**src/sv/iprx_pkg.sv**
```systemverilog
// Shared types and constants for the IPv4 receive header checker.
package iprx_pkg;

	localparam int DEF_TABLE_ENTRIES = 256;
	localparam int MIN_HEADER        = 20;
	localparam int MAX_HEADER_BYTES  = 60;
	localparam logic [3:0]  IP_VERSION = 4'd4;
	localparam logic [15:0] FRAG_MASK  = 16'h3fff;
	localparam int CFG_IDX_W = 8;

	// configuration register indexes
	localparam logic [CFG_IDX_W-1:0] CFG_LOCAL_ADDR  = 8'd0;
	localparam logic [CFG_IDX_W-1:0] CFG_SUBNET_MASK = 8'd1;

	// header byte offsets
	localparam logic [5:0] OFF_VIHL      = 6'd0;
	localparam logic [5:0] OFF_LEN_HI    = 6'd2;
	localparam logic [5:0] OFF_LEN_LO    = 6'd3;
	localparam logic [5:0] OFF_FRAG_HI   = 6'd6;
	localparam logic [5:0] OFF_FRAG_LO   = 6'd7;
	localparam logic [5:0] OFF_PROTO     = 6'd9;
	localparam logic [5:0] OFF_SRC_FIRST = 6'd12;
	localparam logic [5:0] OFF_SRC_LAST  = 6'd15;
	localparam logic [5:0] OFF_DST_FIRST = 6'd16;
	localparam logic [5:0] OFF_DST_LAST  = 6'd19;

	typedef enum logic [2:0] {
		ST_OK          = 3'd0,
		ST_SIZE        = 3'd1,
		ST_FORMAT      = 3'd2,
		ST_CHECKSUM    = 3'd3,
		ST_UNSUPPORTED = 3'd4,
		ST_UNREACHABLE = 3'd5,
		ST_BAD_PARAM   = 3'd6,
		ST_EXISTS      = 3'd7
	} status_t;

	typedef struct packed {
		logic [15:0] count;
		logic [7:0]  vihl;
		logic [15:0] ip_len;
		logic [15:0] frag;
		logic [7:0]  proto;
		logic [31:0] src;
		logic [31:0] dest;
		logic [15:0] sum;
	} frame_t;

	typedef struct packed {
		status_t     status;
		logic [7:0]  handler_tag;
		logic [7:0]  protocol;
		logic [31:0] src_addr;
		logic [31:0] dest_addr;
		logic [5:0]  header_bytes;
		logic [15:0] payload_bytes;
	} result_t;

endpackage

```
**src/sv/iprx_capture.sv**
```systemverilog
// Per-byte header field capture and running ones-complement sum.
module iprx_capture import iprx_pkg::*; (
	input  logic       clk,
	input  logic       arst_n,
	input  logic       take,
	input  logic [7:0] data_byte,
	input  logic       last,
	output frame_t     nxt
);

	frame_t      cur_q;
	logic [7:0]  hold_q;
	logic [7:0]  hold_n;
	logic [5:0]  ofs;
	logic [5:0]  ihl_bytes;
	logic [16:0] sum_raw;
	logic        in_hdr;

	always_comb begin
		nxt     = cur_q;
		hold_n  = hold_q;
		ofs     = cur_q.count[5:0];
		in_hdr  = cur_q.count < 16'(MAX_HEADER_BYTES);
		sum_raw = 17'(cur_q.sum) + 17'({hold_q, data_byte});
		ihl_bytes = '0;
		if (in_hdr) begin
			case (ofs) inside
				OFF_VIHL:                    nxt.vihl = data_byte;
				OFF_LEN_HI, OFF_LEN_LO:      nxt.ip_len = {cur_q.ip_len[7:0], data_byte};
				OFF_FRAG_HI, OFF_FRAG_LO:    nxt.frag = {cur_q.frag[7:0], data_byte};
				OFF_PROTO:                   nxt.proto = data_byte;
				[OFF_SRC_FIRST:OFF_SRC_LAST]: nxt.src = {cur_q.src[23:0], data_byte};
				[OFF_DST_FIRST:OFF_DST_LAST]: nxt.dest = {cur_q.dest[23:0], data_byte};
				default: ;
			endcase
			ihl_bytes = {nxt.vihl[3:0], 2'b00};
			if (ofs < ihl_bytes) begin
				if (!ofs[0]) begin
					hold_n = data_byte;
				end else begin
					// fold the end-around carry
					nxt.sum = sum_raw[16] ? sum_raw[15:0] + 16'd1 : sum_raw[15:0];
				end
			end
		end
		nxt.count = (cur_q.count == '1) ? cur_q.count : cur_q.count + 16'd1;
	end

	always_ff @(posedge clk or negedge arst_n) begin
		if (!arst_n) begin
			cur_q  <= '0;
			hold_q <= '0;
		end else if (take) begin
			if (last) begin
				cur_q  <= '0;
				hold_q <= '0;
			end else begin
				cur_q  <= nxt;
				hold_q <= hold_n;
			end
		end
	end

endmodule

```
**config.mk**
```make
export PLATFORM = sky130hd
export DESIGN_NAME = iprx_capture
export DESIGN_NICKNAME = d
export VERILOG_FILES = /design/src/sv/iprx_pkg.sv /design/src/sv/iprx_capture.sv
export SDC_FILE = /design/constraint.sdc
export NUM_CORES = 1
export LEC_CHECK = 0
export BUFFER_PORTS_ARGS = -buffer_cell sky130_fd_sc_hd__buf_2
export CORE_MARGIN = 2
export CORE_UTILIZATION = 35
export CTS_CLUSTER_DIAMETER = 80
export DETAILED_ROUTE_END_ITERATION = 6
export PLACE_DENSITY = 0.6
export SLEW_MARGIN = 15
export SYNTH_ARGS = -nofsm -noshare
export SYNTH_HDL_FRONTEND = slang
export SYNTH_SLANG_ARGS = --single-unit
```
**constraint.sdc**
```tcl
create_clock -name clk -period 3.2 [get_ports clk]
set_input_delay 0.16 -clock clk [delete_from_list [all_inputs] [get_ports clk]]
set_output_delay 0.16 -clock clk [all_outputs]
set_load 0.1 [all_outputs]
```
==> impl_metrics.csv <==
group,metric,value,unit
clocking,clk_pin_slew,0.07,ns
timing,clock.fmax,279,MHz
yosys,yosysUniqueCellTypes,65,
yosys,synthTopCellsByCount,"152 x dfrtp_1, 133 x a22o_1, 95 x mux2_2",
worst_setup_path,crit_path_start_kind,"flip-flop",
yosys,synth_enable_flop_cells,0,
worst_setup_path,critPathTopFamily,"compound AO/OA/AOI/OAI gates",
pwr,power_density,506,mW/mm^2
cells_and_area,fin_area,0.0127,sq mm
pwr,power,6.43,mW
global_routing,grt_overflow,0,
timing,period_needed,3.58,ns
place,port_buffers,155,
worst_setup_path,worst_path_largest_cell_delay,0.37,ns
run,maxCapViolCount,0,
pwr,ir_worst_vdd,330,uV
clocking,clk-insertion-delay-late,0.43,ns
yosys,synth_area_leader_cell,"dfrtp_1",
yosys,yosys_warnings,0,
place,dpl_cell_area,0.0115,sq mm
worst_setup_path,cp_cell_sequence,"ha_2, inv_2, fa_2, nand2b_4, a211o_4, a21o_4, a211oi_4, buf_4, and4b_1, xnor3_2, a21oi_4, buf_12",
global_routing,antenna_found_initial,2,
yosys,synthFlopType,"dfrtp_1",
floorplan,num_io_pins,156,
worst_setup_path,cp_data_arrival_time,3.42,ns
worst_setup_path,cp_data_required_time,3.04,ns
cells_and_area,diodes,0,
global_routing,grtUsageTotal,0.200,
yosys,synth_top_cell_area_share,0.430,
worst_hold_path,hold_start,"take",
worst_setup_path,criticalPathCategory,"flip-flop to primary output",
clocking,htree_num_levels,4,
outcome,status,"finished, violations left",
floorplan,rows,58,
timing,setup_violations,16,
pwr,p_leak,5.99,nW
clocking,cts_root_buffer,"clkbuf_16",
worst_setup_path,cp_max_fo,4,
global_routing,grt_pass1_vias,7343,
yosys,synth_area_per_cell,11.0,sq um
floorplan,floorplan.initialDensity,0.354,
cells_and_area,nets,1028,
route,ant_nets,0,
floorplan,die_y,163,um
route,avgRoutedWirePerCell,19.7,um
worst_setup_path,cp-startpoint,"cur_q[0]",
clocking,cts_tree,"yes",
timing,min_period_over_period,1.12,
route,drt_iter0_drc,318,
timing,finClkSkew,0.0137,ns
floorplan,die_width,163,um
worst_hold_path,worstHoldPathType,"primary input to flip-flop",
global_routing,grt_pass1_wl,41.4,mm
clocking,cts_made_buffers,17,
place,dp_hpwl,17.6,mm
floorplan,dieArea,0.0266,sq mm
timing,slew_headroom,0.431,
place,globalplace.congestion,0.833,
yosys,syn_inst,806,
worst_setup_path,r2r-start,"cur_q[128]",
cells_and_area,drive_above_1_share,0.464,
clocking,cts_max_path_buffers,2,
cells_and_area,fin_util,0.509,
yosys,synth_area_leaders,"dfrtp_1 43%, a22o_1 13%, mux2_2 12%",
cells_and_area,area.growth.synth_to_final,43.6,%
worst_setup_path,critPathCaptureType,"primary output",
yosys,synthesis.nets,843,
yosys,ys_seq_area_frac,0.430,
timing,finalHoldViolations,0,
yosys,syn-cell-area,0.00885,sq mm
route,vias,7296,
route,drc,0,
timing,timing.setup.tns,-4.85,ns
route,via_per_inst,5.47,
floorplan,coreArea,0.0250,sq mm
timing,worst_pin_slew,0.853,ns
global_routing,grt_max_degree,128,
timing,rsz0062_at_grt,"true",
timing,slew_violations,0,
route,routed_wl,26.3,mm
yosys,async_reset_ff_frac,1.00,
clocking,clock_sinks,152,
worst_setup_path,crit_buf_inv,3,
route,drtPass1Iterations,5,
timing,fin_ws,-0.379,ns
outcome,violations,"setup timing",
yosys,ys_ff_latch,152,
yosys,yosysMostFrequentCell,"dfrtp_1",
worst_setup_path,slowest_stage,"dfrtp_1",
placed cells by master, fill, tap and decap left out, drive strengths merged, types with 11 or more instances in the layout:
cell type and instances:
nor2 27, xor2 14, xnor2 23, inv 18
a21oi 15, buf 207, clkbuf 35, dfrtp 152
nand2 65, nor3 11, a22o 133, mux2 110
nand3 19, o21ai 48, ha 24
layer usage:
| layer | global-route usage | up-vias | share of wire |
|---|---|---|---|
| met1 | 0.270 | 3701 | 0.44 |
| met2 | 0.313 | 168 | 0.48 |
| met5 | 0 | - | 0.00049 |
| met3 | 0.0642 | 30 | 0.068 |
| li1 | - | 3395 | - |
| met4 | 0.0455 | 2 | 0.015 |
timing repair:
item	CTS	global route
gates cloned	2	1
endpoints found under the hold margin	83	0
endpoints found under the setup margin	20	69
resized for setup	42	43
pin swaps	22	17
buffers inserted	14	4
hold buffers	1	0
state kept, by name, summed over array words and instances, names as in the netlist:
name    count
hold_q      8
cur_q     144
path summary, 6_finish.rpt:
kind	endpoint	slack (ns)	depth (start not counted)
setup / recovery	nxt[13]	-0.38	12
hold / removal	cur_q[11]	0.12	2
setup reg to reg	cur_q[1]	0.14	13
hold reg to reg	cur_q[125]	0.50	1
max in group asynchronous	cur_q[61]	1.99	3
min in group asynchronous	cur_q[44]	0.34	2
final cells by class:
type / instances / area [sq um]
Clock buffer: 18 / 439
Clock inverter: 14 / 204
Fill cell: 2223 / 12300
Inverter: 12 / 55.1
Multi-Input combinational cell: 583 / 5360
Sequential cell: 152 / 3800
Tap cell: 330 / 413
Timing Repair Buffer: 225 / 2430
metrics by stage:
stage	hold slack [ns]	worst slack [ns]	std cells
after floorplan	-0.136	-0.224	806
after global placement	0.290	0.0845	1280
after detailed placement	0.284	0.0178	1280
after CTS	0.106	-0.304	1329
after global routing	0.117	-0.466	1334
final	0.123	-0.379	1334
where the power goes:
group | switching (mW) | total (mW) | internal (mW)
logic | 1.44 | 2.18 | 0.734
registers | 0.0605 | 2.05 | 1.99
clock network | 0.921 | 2.20 | 1.28
worst register-to-register path, delay by kind of cell, from the launching register on:
| family | cells | cell delay [ns] |
|---|---|---|
| mux | 1 | 0.25 |
| compound gates | 4 | 0.48 |
| simple gates | 3 | 0.99 |
| fa+ha+maj | 2 | 0.35 |
| flops | 1 | 0.44 |
| buf+inv | 3 | 0.43 |
logic make-up after synthesis:
kind of cell	share of synthesized area
buffers and inverters	0.0359
AND/OR/NAND/NOR	0.100
AO/OA/AOI/OAI	0.212
flip-flops	0.430
multiplexers	0.147
adder cells (fa/ha/maj)	0.0362
XOR/XNOR	0.0392
(Power assumes the default switching activity.)
